### config.mk
export PLATFORM = sky130hd
export DESIGN_NAME = lpl_fifo
export DESIGN_NICKNAME = d
export VERILOG_FILES = /design/src/design/lpl_pkg.sv /design/src/design/lpl_fifo.sv
export SDC_FILE = /design/constraint.sdc
export NUM_CORES = 1
export LEC_CHECK = 0
export ABC_AREA = 1
export ABC_CLOCK_PERIOD_IN_PS = 16000
export BUFFER_PORTS_ARGS = -buffer_cell sky130_fd_sc_hd__buf_2
export CORE_MARGIN = 3
export CORE_UTILIZATION = 55
export CTS_BUF_LIST = sky130_fd_sc_hd__clkbuf_8 sky130_fd_sc_hd__clkbuf_16
export DETAILED_ROUTE_END_ITERATION = 8
export PLACE_DENSITY = 0.83
export SLEW_MARGIN = 20
export SYNTH_ARGS = -nofsm -noshare
export SYNTH_HDL_FRONTEND = slang
export SYNTH_SLANG_ARGS = --single-unit
### constraint.sdc
create_clock -name i_clk -period 16 [get_ports i_clk]
set_clock_uncertainty 0.05 [all_clocks]
set_input_delay 4.8 -clock i_clk [delete_from_list [all_inputs] [get_ports i_clk]]
set_output_delay 4.8 -clock i_clk [all_outputs]
set_load 0.02 [all_outputs]
### src/design/lpl_pkg.sv
// Shared constants and types for the stereo lookahead peak limiter.
package lpl_pkg;

    // Default sizing of the block
    localparam int MAX_LOOKAHEAD = 4095;
    localparam int QUEUE_DEPTH   = 8192;
    localparam int SAMPLE_BITS   = 24;

    // Fixed field widths
    localparam int GAIN_W     = 17;
    localparam int CEIL_W     = 16;
    localparam int COEF_W     = 24;
    localparam int LEN_W      = 12;
    localparam int FIDX_W     = 32;
    localparam int CFG_IDX_W  = 2;
    localparam int CFG_DATA_W = 24;

    // Unity gain in Q1.16
    localparam logic [GAIN_W-1:0] UNITY_GAIN = 17'd65536;

    // Register reset values
    localparam logic [CEIL_W-1:0] CEIL_RESET = 16'd64786;
    localparam logic [COEF_W-1:0] COEF_RESET = 24'd16770226;
    localparam logic [LEN_W-1:0]  LEN_RESET  = 12'd240;

    // Configuration register indexes
    localparam logic [CFG_IDX_W-1:0] CFG_CEILING = 2'd0;
    localparam logic [CFG_IDX_W-1:0] CFG_RELEASE = 2'd1;
    localparam logic [CFG_IDX_W-1:0] CFG_LOOKAHD = 2'd2;

    // Depth of the queue between front and back
    localparam int FIFO_DEPTH = 4;

    // Back-end sequencer states
    typedef enum logic [3:0] {
        ST_CLEAR,
        ST_IDLE,
        ST_PB_CHK,
        ST_PB_CMP,
        ST_PUSH,
        ST_EX_CHK,
        ST_EX_CMP,
        ST_TGT,
        ST_DIV,
        ST_ENV,
        ST_REL,
        ST_DLY,
        ST_SCALE,
        ST_OUT
    } t_state;

endpackage

### src/design/lpl_fifo.sv
// Short queue that decouples the front end from the back end.
module lpl_fifo #(
    parameter int W = 3 * lpl_pkg::SAMPLE_BITS
) (
    input  logic         i_clk,
    input  logic         i_rst_n,
    input  logic         i_wr,
    input  logic [W-1:0] i_data,
    input  logic         i_rd,
    output logic [W-1:0] o_data,
    output logic         o_full,
    output logic         o_empty
);

    localparam int PW = $clog2(lpl_pkg::FIFO_DEPTH);
    localparam int CW = $clog2(lpl_pkg::FIFO_DEPTH + 1);

    logic [W-1:0]  r_mem [lpl_pkg::FIFO_DEPTH];
    logic [PW-1:0] r_wp, r_rp;
    logic [CW-1:0] r_cnt;
    logic          do_wr, do_rd;

    assign o_full  = (r_cnt == CW'(lpl_pkg::FIFO_DEPTH));
    assign o_empty = (r_cnt == '0);
    assign do_wr   = i_wr & ~o_full;
    assign do_rd   = i_rd & ~o_empty;
    assign o_data  = r_mem[r_rp];

    // Store the beat
    always_ff @(posedge i_clk) begin
        if (do_wr) begin
            r_mem[r_wp] <= i_data;
        end
    end

    // Advance pointers and count
    always_ff @(posedge i_clk) begin
        if (!i_rst_n) begin
            r_wp  <= '0;
            r_rp  <= '0;
            r_cnt <= '0;
        end else begin
            if (do_wr) begin
                r_wp <= (r_wp == PW'(lpl_pkg::FIFO_DEPTH - 1)) ? '0 : r_wp + 1'b1;
            end
            if (do_rd) begin
                r_rp <= (r_rp == PW'(lpl_pkg::FIFO_DEPTH - 1)) ? '0 : r_rp + 1'b1;
            end
            if (do_wr && !do_rd) begin
                r_cnt <= r_cnt + 1'b1;
            end else if (do_rd && !do_wr) begin
                r_cnt <= r_cnt - 1'b1;
            end
        end
    end

endmodule

==> flow_summary_export.csv <==
group,metric,value,unit
critical_path,critical_path_class,"flip-flop to output pin",
cts,clock_path_buffers,3,
cts,cts_resized,0,
synth,syn_nets,851,
detailed_routing,ant_nets,0,
sta,finalCriticalPeriod,7972,ps
sta,setup_ws,8028,ps
critical_path,required,11150,ps
floorplan,fp.dieW,151.2,µm
power,ir_worst_vdd,0.1820,mV
sta,fmaxAchievable,125.4,MHz
global_route,grt_antenna_before_repair,5,
sta,finalMaxSlewViolations,0,
global_route,grt_max_degree,85,
sta,rsz0062_at_grt,"false",
floorplan,floorplan.initialDensity,56.56,%
placement,place_ws,8594,ps
detailed_routing,vias_per_cell,5.567,
cts,path_clk_slew,60,ps
run,drv_cap,0,
global_route,grt_pass1_wl,34360,µm
layout,drive_gt1_share,33.48,%
synth,synthesis.area,0.01159,mm²
floorplan,boundaryPins,150,
floorplan,rows,52,
synth,ys_warn_count,0,
critical_path,worstPathMaxFanout,82,
placement,dp_hpwl,12270,µm
sta,slew-limit-headroom,26.00,%
global_route,grt_remaining_overflow,0,
layout,layout_commonest_cell,"edfxtp_1",
cts,htreeDepth,1,
worst_hold_path,hold_depth,2,
synth,synthDistinctLibCells,24,
layout,final_cell_mix,"edfxtp_1 (288), buf_2 (149), o21ai_0 (136)",
critical_path,cp.arrival,3120,ps
sta,period_share,49.83,%
sta,setup_viol,0,
cts,cts_tree,"yes",
layout,nets,994,
cts,hold_buffers,0,
floorplan,fp.dieH,151.2,µm
critical_path,worst_setup_path_start_kind,"flip-flop",
floorplan,core,0.02049,mm²
cts,cts_sinks,297,
synth,synth.avg_cell_area,15.09,µm²
global_route,grt_pass1_vias,6700,
placement,io_buffers,149,
sta,finalSetupTns,0,ps
floorplan,fp.dieArea,0.02286,mm²
layout,area_growth_syn_to_layout,16.85,%
detailed_routing,drc_errors,0,
cts,cts_root_buffer,"clkbuf_16",
synth,yosysSeqAreaShare,76.16,%
outcome,status,"finished, final reports clean",
worst_hold_path,hp-class,"flip-flop to flip-flop",
detailed_routing,wl_per_cell,19.04,µm
detailed_routing,vias,6697,
detailed_routing,routed_wl,22910,µm
power,power_leakage,4.774,nW
critical_path,r2r_cells,5,
sta,final_hold_viol_count,0,
detailed_routing,firstDrtPassIters,5,
placement,gp_congestion,0.7141,
critical_path,cp-end-kind,"output pin",
sta,tightest_slew,1110,ps
cts,cts_setup_buffers,0,
synth,ys_ff_latch,297,
global_route,grtUsageTotal,19.39,%
synth,synthCells,768,
cts,clk_latency,520,ps
cts,numCtsBuffers,29,
power,powerDensity,176.3,mW/mm²
detailed_routing,drt_iter0_drc,518,
==> cell type report <==
type	instances	area, µm²
Timing Repair Buffer	158	838.3
Multi-Input combinational cell	406	2434
Tap cell	270	337.8
Inverter	19	78.83
Antenna cell	1	2.502
Fill cell	1452	6949
Clock buffer	29	725.7
Clock inverter	23	295.3
Sequential cell	297	8833
==> critical path, cell delays in order, from the launching register on <==
cell and delay, ps:
dfxtp_4 530, inv_6 460, buf_4 850, o21ai_0 190
o22ai_1 230, buf_2 210
==> per-layer routing <==
layer / global-route usage [%] / up-vias / part of all wire (%)
li1: - / 3158 / -
met1: 24.22 / 3276 / 40
met2: 33.54 / 206 / 50
met3: 4.907 / 49 / 7.4
met4: 5.893 / 8 / 2.2
met5: 0 / - / 0.23
==> flip-flops by register name, indices dropped and copies added, names as in the netlist, named ones only <==
| name | flops |
|---|---|
| r_mem | 288 |
| r_cnt | 3 |
| r_rp | 2 |
| r_wp | 2 |
==> Yosys cell counts (all sizes together) <==
cell    count  area (µm²)
nand2      15       56.30
fa          1       20.02
nor2      161       729.5
o22ai      72       763.2
dfxtp       9       180.2
inv        19       78.83
a21oi       2       10.01
nand3       1       5.000
nand3b      1       7.510
nand4       1       6.260
ha          6       75.07
buf        27       202.7
o21ai     146       730.7
edfxtp    288        8648
clkbuf     19       78.83
==> cell families (layout without fill, tap and decap cells) <==
| logic type | Yosys count | count (layout) | synth area share (%) |
|---|---|---|---|
| flops | 297 | 297 | 76.16 |
| compound gates | 220 | 220 | 12.97 |
| simple gates | 179 | 179 | 6.940 |
| buf+inv | 65 | 229 | 3.109 |
| fa+ha+maj | 7 | 7 | 0.8203 |
| other cells | 0 | 1 | 0 |
==> metrics by stage <==
stage / hold WS [ps] / cell area (µm²) / utilization (%) / power (mW) / instances
after floorplan: 430.1 / 11590 / - / 1.490 / 768
after global placement: 443.4 / 12480 / 60.90 / 1.672 / 1148
after detailed placement: 459.6 / 12480 / 60.90 / 1.692 / 1148
after CTS: 469.1 / 13500 / 65.89 / 2.407 / 1200
after global routing: 502.0 / 13550 / 66.09 / 2.498 / 1203
final: 476.1 / 13550 / 66.09 / 2.388 / 1203
==> path summary, 6_finish.rpt <==
check,start,to,slack (ps)
setup / recovery,flip-flop,o_data[61],8030
hold / removal,r_cnt[0],r_cnt[0],480
setup reg to reg,r_cnt[0],r_mem[1][58],13630
hold reg to reg,r_cnt[0],r_cnt[0],480
==> power by group <==
part           switching [mW]  internal, mW
logic                   0.481         0.209
clock network           0.272         0.442
registers              0.0350         0.949
No activity file was read; power rests on OpenSTA's default activity.
