===== src/design/lpl_pkg.sv =====
// Shared constants and types for the stereo lookahead peak limiter.
package lpl_pkg;

    // Default sizing of the block
    localparam int MAX_LOOKAHEAD = 4095;
    localparam int QUEUE_DEPTH   = 8192;
    localparam int SAMPLE_BITS   = 24;

    // Fixed field widths
    localparam int GAIN_W     = 17;
    localparam int CEIL_W     = 16;
    localparam int COEF_W     = 24;
    localparam int LEN_W      = 12;
    localparam int FIDX_W     = 32;
    localparam int CFG_IDX_W  = 2;
    localparam int CFG_DATA_W = 24;

    // Unity gain in Q1.16
    localparam logic [GAIN_W-1:0] UNITY_GAIN = 17'd65536;

    // Register reset values
    localparam logic [CEIL_W-1:0] CEIL_RESET = 16'd64786;
    localparam logic [COEF_W-1:0] COEF_RESET = 24'd16770226;
    localparam logic [LEN_W-1:0]  LEN_RESET  = 12'd240;

    // Configuration register indexes
    localparam logic [CFG_IDX_W-1:0] CFG_CEILING = 2'd0;
    localparam logic [CFG_IDX_W-1:0] CFG_RELEASE = 2'd1;
    localparam logic [CFG_IDX_W-1:0] CFG_LOOKAHD = 2'd2;

    // Depth of the queue between front and back
    localparam int FIFO_DEPTH = 4;

    // Back-end sequencer states
    typedef enum logic [3:0] {
        ST_CLEAR,
        ST_IDLE,
        ST_PB_CHK,
        ST_PB_CMP,
        ST_PUSH,
        ST_EX_CHK,
        ST_EX_CMP,
        ST_TGT,
        ST_DIV,
        ST_ENV,
        ST_REL,
        ST_DLY,
        ST_SCALE,
        ST_OUT
    } t_state;

endpackage


===== src/design/lpl_front.sv =====
// Front end: takes input beats, finds the frame peak and packs the queue word.
module lpl_front #(
    parameter int SW = lpl_pkg::SAMPLE_BITS
) (
    input  logic            i_push,
    input  logic            i_full,
    input  logic [SW-1:0]   i_left_in,
    input  logic [SW-1:0]   i_right_in,
    output logic            o_wr,
    output logic [3*SW-1:0] o_word
);

    logic signed [SW:0] l_ext, r_ext;
    logic        [SW:0] l_mag, r_mag;
    logic      [SW-1:0] peak;

    // Absolute values; the most negative sample still fits as a magnitude
    always_comb begin
        l_ext = {i_left_in[SW-1], i_left_in};
        r_ext = {i_right_in[SW-1], i_right_in};
        l_mag = l_ext[SW] ? (SW+1)'(-l_ext) : l_ext;
        r_mag = r_ext[SW] ? (SW+1)'(-r_ext) : r_ext;
        peak  = (l_mag > r_mag) ? l_mag[SW-1:0] : r_mag[SW-1:0];
    end

    // Pass the beat on when there is room
    assign o_wr   = i_push & ~i_full;
    assign o_word = {peak, i_left_in, i_right_in};

endmodule


===== config.mk =====
export PLATFORM = sky130hd
export DESIGN_NAME = lpl_front
export DESIGN_NICKNAME = d
export VERILOG_FILES = /design/src/design/lpl_pkg.sv /design/src/design/lpl_front.sv
export SDC_FILE = /design/constraint.sdc
export NUM_CORES = 1
export LEC_CHECK = 0
export BUFFER_PORTS_ARGS = -buffer_cell sky130_fd_sc_hd__buf_4
export CAP_MARGIN = 0
export CORE_MARGIN = 2
export CORE_UTILIZATION = 51
export DETAILED_ROUTE_END_ITERATION = 6
export MAX_ROUTING_LAYER = met4
export PLACE_DENSITY = 0.87
export SLEW_MARGIN = 20
export SYNTH_ARGS = -nofsm -noshare
export SYNTH_HDL_FRONTEND = slang
export SYNTH_SLANG_ARGS = --single-unit

===== constraint.sdc =====
create_clock -name vclk -period 5.4
set_input_delay 0 -clock vclk [all_inputs]
set_output_delay 0 -clock vclk [all_outputs]
set_load 0.03 [all_outputs]

==> results of run 1 <==
## kinds of logic (layout without fill, tap and decap cells)
logic type / after synthesis / in the layout
and+or+nand+nor: 71 / 71
adders and majority gates: 27 / 27
xor gates and xnor gates: 42 / 42
AOI/OAI and AO/OA: 51 / 51
buffers and inverters: 81 / 152
muxes: 25 / 25
other: 2 / 2
## routing by layer
metal / part of all wire (%) / wire [um] / track usage [%]
met1: 40 / 2270 / 25.7
met2: 54 / 3070 / 45.3
met3: 5.3 / 299 / 1.31
met4: 0.56 / 32 / 1.09
met5: 0 / 0 / -
## layout make-up
cell class	count	area, um2
Timing Repair Buffer	125	938
Tap cell	50	62.6
Multi-Input combinational cell	218	1700
Fill cell	353	1260
Inverter	27	101
## how the worst max path moves through the flow
| stage | startpoint | cells past startpoint | endpoint | slack, ps |
|---|---|---|---|---|
| after floorplan | i_left_in[12] | 14 | o_word[51] | 1380 |
| after global placement | i_left_in[12] | 16 | o_word[62] | 1070 |
| after detailed placement | i_left_in[12] | 16 | o_word[58] | 870 |
| after CTS | i_left_in[12] | 16 | o_word[58] | 830 |
| after global routing | i_left_in[4] | 16 | o_word[58] | 470 |
| final | i_left_in[12] | 16 | o_word[58] | 730 |
## stage by stage
stage	setup WS, ps	hold WS, ps	std cells	area, um2
final	726	242	420	2800
after global routing	466	247	420	2800
after CTS	829	243	420	2800
after detailed placement	869	243	420	2800
after global placement	1070	242	420	2800
after floorplan	1380	110	299	2190
## cell usage in the layout (no fill, tap or decap), types with 2 or more instances in the layout
master / netlist / final
or4_1: 4 / 4
nand3_1: 5 / 5
o21ai_0: 14 / 14
nand2_1: 22 / 22
o21a_1: 3 / 3
or3_1: 3 / 3
ha_1: 27 / 27
o41ai_2: 2 / 2
mux2i_1: 24 / 24
inv_1: 27 / 27
o41ai_1: 3 / 3
a21boi_0: 2 / 2
nor2_1: 9 / 9
xor2_1: 37 / 37
or4_4: 2 / 2
nand2b_1: 3 / 3
conb_1: 2 / 2
nor2b_1: 5 / 5
a21oi_1: 9 / 9
o31ai_1: 12 / 12
nor3_1: 5 / 5
nor4_1: 3 / 3
nand4_1: 5 / 5
buf_4: 49 / 125
or3_4: 2 / 2
xnor2_1: 5 / 5
## power breakdown
group,total (mW),switching (mW),internal (mW)
combinational,0.429,0.258,0.171
clock,0,0,0
sequential,0,0,0
total,0.429,0.258,0.171
==> run summary, run 1 <==
CP arrival = 4670 ps
Yosys top cell area share = 16.8%
Setup crit start kind = input port
Most common cell in the synthesized netlist = buf_4
Synth top area cells = buf_4 (17%), ha_1 (15%), xor2_1 (15%), mux2i_1 (11%), inv_1 (4.6%)
Worst vdd ir = 0.119 mV
Synth Area in Adders = 15.4%
Final core occ = 69.0%
Relative slew margins = 49.9%
Ant diodes = 0
Row cnt = 23
DR vias = 2255
Mapped Area = 2190 um2
Xor and xnor area share after synthesis = 16.8%
Slew Viols, Final = 0
TNS Setup = 0 ps
Slew at the pin closest to its max-slew limit = 751 ps
Gate Count Post-Synth = 299
Final min period = 4670 ps
Post-Synthesis Net Count = 376
Vias in the first global route = 2128
All-Layer GR Usage = 22.7%
CP max stage cell = or4_4
Core Area = 4060 um2
Clock buffers = 0
Global route overflow = 0
Outcome = finished, final reports clean
RSZ-0062 raised after global routing = no
Share of cells above drive strength 1 = 35.9%
Routed vias/inst = 5.37
Die height = 69.6 um
Post-DR wirelength/cell = 13.5 um
Initial antenna violation count = 0
CP Max Fanout = 13
Hold path start = i_right_in[22]
Area leader, netlist = buf_4
Worst Path Buf+Inv = 4
Resized cells post-CTS = 0
Critical Path RT = 5400 ps
I/O pin cnt = 123
Setup Fix Bufs, Post-CTS = 0
Final HPWL from detailed placement = 4.96 mm
Compound-Gate Fraction of Synth Area = 15.9%
Synth warnings = 0
Delay-heaviest family, CP = simple AND/OR/NAND/NOR gates
Post-DRT Antenna Nets = 0
Largest net degree at the start of global routing = 26
Syn-to-layout area delta = 27.6%
Cts hold-fix bufs = 0
Synth Area in Simple Gates = 17.5%
Hold path cells = 2
Final WL = 5.67 mm
Final setup violation count = 0
First-pass GRT wire length = 9.28 mm
Nets@finish = 449
Fin crit share = 86.6%
Kind of critical path = in2out
Worst stage delay on the critical path = 530 ps
Hold Violations, Final = 0
Port buffer count = 123
Most frequent CP cell = buf_4
Drt drc = 0
Die ar. = 4840 um2
Die X = 69.6 um
Mux share of post-synthesis cell area = 11.5%
FFs & Latches = 0
CP Capture Type = output port
Seq/Total Area, Yosys = 0%
Register Area = 0 um2
Fmax = 214 MHz
Main combinational cell family by area after synthesis = buffers and inverters
DR pass1 iterations = 4
Starting Density = 54.1%
Pwr/cell area = 153 nW/um2
PnR Total Power = 0.429 mW
Syn avg cell area = 7.34 um2
GPL Wtd Cong = 0.915
Worst Hold Path EP = o_word[22]
Min-Delay Path Class = in2out
Iter 0 DRT Violations = 87
Post-synth top cells = buf_4 (49), xor2_1 (37), ha_1 (27), inv_1 (27), mux2i_1 (24)
Max-cap violation count = 0
Crit path cell chain = buf_4, or4_4, or3_4, or4_4, o41ai_2, xor2_1, inv_1, ha_1, nand4_1, nor3_1, nand4_1, or4_1, o21ai_2, buf_4, mux2i_1, buf_4
Synth cell types = 40
Leakage = 1.49 nW
Note: power is estimated with default switching activity, not from simulation.
==> inputs of run 2 (changes only) <==
==> constraint.sdc (replaced) <==
create_clock -name vclk -period 5.4
set_input_delay 0.27 -clock vclk [all_inputs]
set_output_delay 0.27 -clock vclk [all_outputs]
set_load 0.03 [all_outputs]
==> run 2 against run 1 <==
Effect of this change:
- first-iteration DRC count grew 4.6%
- final area grew 0.27%
- non-clock buffer count is the same
- wire length grew 0.23%
- die area is the same
- count of clock-buffer cells in the layout is the same
- sequential share of layout area is the same
- worst hold slack gained 540 ps
- highest routed layer unchanged
==> run summary, run 2 (synthesis gave the netlist of run 1 again) <==
GPL Wtd Cong = 0.904 (-1.2%)
CP Capture Type = output port
PnR Total Power = 0.429 mW (about the same)
I/O pin cnt = 123 (unchanged)
Most frequent cells in the layout = buf_4 (125), xor2_1 (37), inv_1 (27), ha_1 (27), mux2i_1 (24)
Relative slew margins = 65.9% (+16 points)
Drt drc = 0 (unchanged)
DR vias = 2234 (-0.93%)
Iter 0 DRT Violations = 91 (+4.6%)
Ant diodes = 0 (unchanged)
Slew at the pin closest to its max-slew limit = 510 ps (-241 ps)
Cts hold-fix bufs = 0 (unchanged)
Vias in the first global route = 2143 (+0.70%)
Clock buffers = 0 (unchanged)
Crit path cell chain = buf_4, or4_4, or3_4, or4_4, o41ai_2, xor2_1, inv_1, ha_1, nand4_1, nor3_1, nand4_1, or4_1, o21ai_4, buf_4, mux2i_1, buf_4
Leakage = 1.49 nW (+0.11%)
Worst stage delay on the critical path = 550 ps (+20 ps)
TNS Setup = 0 ps (unchanged)
Final setup violation count = 0 (unchanged)
Max-cap violation count = 0 (unchanged)
Most frequent CP cell = buf_4
Setup crit start kind = input port
Die X = 69.6 um (unchanged)
Resized cells post-CTS = 0 (unchanged)
Post-DRT Antenna Nets = 0 (unchanged)
CP arrival = 4750 ps (+80 ps)
Hold Violations, Final = 0 (unchanged)
Hold path start = i_right_in[22]
Final HPWL from detailed placement = 4.92 mm (-0.84%)
Largest net degree at the start of global routing = 26 (unchanged)
WHS = 784 ps (+541 ps)
Fill cell count = 359 (+1.7%)
Core Area = 4060 um2 (unchanged)
Register Area = 0 um2 (unchanged)
Commonest non-fill, non-tap cell in the layout = buf_4
Port buffer count = 123 (unchanged)
Syn-to-layout area delta = 28.0%
Nets@finish = 449 (unchanged)
Share of cells above drive strength 1 = 35.9% (unchanged)
Die ar. = 4840 um2 (unchanged)
Outcome = finished, final reports clean
Pwr/cell area = 153 nW/um2 (-0.19%)
Final min period = 5020 ps (+345 ps)
Final WL = 5.69 mm (+0.23%)
Initial antenna violation count = 0 (unchanged)
Min-Delay Path Class = in2out
First-pass GRT wire length = 9.38 mm (+1.1%)
Slew Viols, Final = 0 (unchanged)
CP max stage cell = or4_1
DR pass1 iterations = 4 (unchanged)
Global route overflow = 0 (unchanged)
Fmax = 199 MHz (-6.9%)
RSZ-0062 raised after global routing = no
Die height = 69.6 um (unchanged)
FFs & Latches = 0 (unchanged)
Critical Path RT = 5130 ps (-270 ps)
Worst Hold Path EP = o_word[22]
Final core occ = 69.2% (+0.19 points)
Routed vias/inst = 5.32 (-0.93%)
Kind of critical path = in2out
Worst vdd ir = 0.119 mV (-0.20%)
Setup Fix Bufs, Post-CTS = 0 (unchanged)
Row cnt = 23 (unchanged)
Fin crit share = 92.9% (+6.4 points)
Starting Density = 54.1% (unchanged)
Hold path cells = 2 (unchanged)
CP Max Fanout = 13 (unchanged)
Post-DR wirelength/cell = 13.5 um (+0.23%)
All-Layer GR Usage = 22.8% (+0.093 points)
## run 2: worst max-delay path: cells and delay by family
kind	cells	cell delay (ps)
and+or+nand+nor	7	2440
AOI/OAI and AO/OA	2	490
buffers and inverters	4	730
adders and majority gates	1	280
xor gates and xnor gates	1	230
muxes	1	280
## run 2: metrics by stage
| stage | instance area (um2) | cells | setup slack [ps] |
|---|---|---|---|
| after global routing | 2810 | 420 | 77.2 |
| after CTS | 2800 | 420 | 319 |
| after floorplan | 2190 | 299 | 843 |
| after detailed placement | 2800 | 420 | 342 |
| after global placement | 2800 | 420 | 529 |
| final | 2810 | 420 | 381 |
## run 2: final cells by class
type,count,area (um2),share of cell area [%]
multi-input combinational,218,1700,60.7
timing repair buffer,125,938,33.4
inverter,27,101,3.61
tap,50,62.6,2.23
## run 2: worst max path at each step
stage / startpoint / to / slack (ps)
global placement: i_left_in[12] / o_word[61] / 530
detailed placement: i_left_in[12] / o_word[61] / 340
global route: i_left_in[4] / o_word[61] / 80
finish: i_left_in[12] / o_word[62] / 380
CTS: i_left_in[12] / o_word[61] / 320
floorplan: i_left_in[12] / o_word[51] / 840
## run 2: routing by layer
layer  global-route usage [%]  vias up  routed length (um)
li1                         -     1141                   -
met1                     25.7     1008                2250
met2                     45.1       83                3070
met3                     2.03        2                 337
met4                     1.09        0                  23
met5                        -        -                   0
## run 2: power by group
part / switching, mW / leakage, nW / internal [mW] / total [mW]
combinational: 0.258 / 1.49 / 0.171 / 0.429
sequential: 0 / 0 / 0 / 0
clock: 0 / 0 / 0 / 0
==> inputs of run 3 (changes only) <==
--- a/config.mk
+++ b/config.mk
@@ -5,7 +5,7 @@
 export SDC_FILE = /design/constraint.sdc
 export NUM_CORES = 1
 export LEC_CHECK = 0
-export BUFFER_PORTS_ARGS = -buffer_cell sky130_fd_sc_hd__buf_4
+export BUFFER_PORTS_ARGS = -buffer_cell sky130_fd_sc_hd__buf_2
 export CAP_MARGIN = 0
 export CORE_MARGIN = 2
 export CORE_UTILIZATION = 51
==> run 3 against run 2 <==
Effect of this change:
- final area shrank 11%
- setup slack gained 60 ps
- global-route usage shrank 2.1 points
- final cell count is the same
- worst hold slack gained 29 ps
- maximum frequency grew 1.2%
- die area is the same
- via count grew 0.27%
==> run summary, run 3 (synthesis gave the netlist of run 1 again) <==
Critical Path RT = 5130 ps (about the same)
Pwr/cell area = 154 nW/um2 (+0.72%)
CP arrival = 4690 ps (-60 ps)
Syn-to-layout area delta = 14.1%
Core Area = 4060 um2 (unchanged)
Most frequent cells in the layout = buf_2 (123), xor2_1 (37), inv_1 (27), ha_1 (27), mux2i_1 (24)
Worst vdd ir = 0.122 mV (+2.3%)
Die ar. = 4840 um2 (unchanged)
Int Pwr = 0.134 mW (-22%)
Worst Path Buf+Inv = 4 (unchanged)
Setup crit start kind = input port
Crit path cell chain = buf_2, or4_4, or3_4, or4_4, o41ai_2, xor2_1, inv_1, ha_1, nand4_1, nor3_1, nand4_1, or4_1, o21ai_2, buf_12, mux2i_1, buf_2
Post-DR wirelength/cell = 12.6 um (-6.8%)
Max-cap violation count = 0 (unchanged)
Seq pwr share = 0% (unchanged)
FFs & Latches = 0 (unchanged)
Largest net degree at the start of global routing = 26 (unchanged)
Nets@finish = 449 (unchanged)
Resized cells post-CTS = 0 (unchanged)
Register Area = 0 um2 (unchanged)
Final setup violation count = 0 (unchanged)
Share of cells above drive strength 1 = 35.9% (unchanged)
Delay-heaviest family, CP = simple AND/OR/NAND/NOR gates
Port buffer count = 123 (unchanged)
Fin crit share = 91.8% (-1.1 points)
Global route overflow = 0 (unchanged)
Net Switching = 0.252 mW (-2.4%)
TNS Setup = 0 ps (unchanged)
Die X = 69.6 um (unchanged)
Slew at the pin closest to its max-slew limit = 880 ps (+371 ps)
Worst Hold Path EP = o_wr
Kind of critical path = in2out
CP Capture Type = output port
Slew Viols, Final = 0 (unchanged)
Initial antenna violation count = 0 (unchanged)
Ant diodes = 0 (unchanged)
CP Max Fanout = 13 (unchanged)
Final HPWL from detailed placement = 4.69 mm (-4.7%)
Clock buffers = 0 (unchanged)
Hold path start = i_full
Cts hold-fix bufs = 0 (unchanged)
Vias in the first global route = 1923 (-10%)
Comb pwr share = 100.0% (about the same)
Finished Layout Cells = 420 (unchanged)
Setup Fix Bufs, Post-CTS = 0 (unchanged)
Switch share = 65.3% (+5.2 points)
Drt drc = 0 (unchanged)
Worst setup margin = 440 ps (+59.5 ps)
Hold Violations, Final = 0 (unchanged)
Post-DRT Antenna Nets = 0 (unchanged)
DR vias = 2240 (+0.27%)
Final min period = 4960 ps (-59.5 ps)
Min-Delay Path Class = in2out
Pre-CTS setup slack = 484 ps (+142 ps)
I/O pin cnt = 123 (unchanged)
DR pass1 iterations = 4 (unchanged)
Routed vias/inst = 5.33 (+0.27%)
Iter 0 DRT Violations = 98 (+7.7%)
Hold path cells = 3 (+1)
GPL Wtd Cong = 0.908 (+0.46%)
Die height = 69.6 um (unchanged)
RSZ-0062 raised after global routing = no
Starting Density = 54.1% (unchanged)
# placed instances = 420 (unchanged)
Worst stage delay on the critical path = 540 ps (about the same)
Leakage = 1.39 nW (-6.9%)
Relative slew margins = 41.3% (-25 points)
Outcome = finished, final reports clean
Final WL = 5.30 mm (-6.8%)
Commonest non-fill, non-tap cell in the layout = buf_2
Fmax = 202 MHz (+1.2%)
First-pass GRT wire length = 8.44 mm (-10%)
Row cnt = 23 (unchanged)
WHS = 812 ps (+28.7 ps)
Clock share of power = 0% (unchanged)
CP max stage cell = or4_4
All-Layer GR Usage = 20.7% (-2.1 points)
## run 3: changes by cell type in the layout (fill, tap and decap cells not counted)
cell,change
buf_4,-124
buf_12,+1
buf_2,+123
o21ai_4,-1
o21ai_2,+1
## run 3: worst max path at each step
stage,end,start,cells after the start,slack (ps)
detailed placement,o_word[58],i_left_in[12],16,480
floorplan,o_word[51],i_left_in[12],14,840
finish,o_word[58],i_left_in[12],16,440
CTS,o_word[58],i_left_in[12],16,470
global route,o_word[58],i_left_in[4],16,170
global placement,o_word[58],i_left_in[12],16,600
## run 3: through the flow
stage	utilization (%)	total power [mW]	cell area, um2
2_1_floorplan	-	0.292	2190
3_3_place_gp	61.7	0.378	2500
3_5_place_dp	61.7	0.385	2500
4_1_cts	61.7	0.387	2500
5_1_grt	61.7	0.417	2500
6_report	61.7	0.386	2500
## run 3: layout make-up
| class | count | area [um2] |
|---|---|---|
| multi-input cells | 218 | 1700 |
| fillers | 386 | 1550 |
| repair buffers | 125 | 643 |
| inverters | 27 | 101 |
| well taps | 50 | 62.6 |
## run 3: per-layer routing
| layer | part of all wire [%] | global-route usage, % |
|---|---|---|
| met1 | 42 | 25.2 |
| met2 | 51 | 39.2 |
| met3 | 6.1 | 0.291 |
| met4 | 1.1 | 2.40 |
| met5 | 0 | - |
## run 3: power groups by stage
stage               Combinational (mW)  Sequential (mW)  Clock, mW
floorplan                        0.292                0          0
global placement                 0.378                0          0
detailed placement               0.385                0          0
CTS                              0.387                0          0
global route                     0.417                0          0
finish                           0.386                0          0
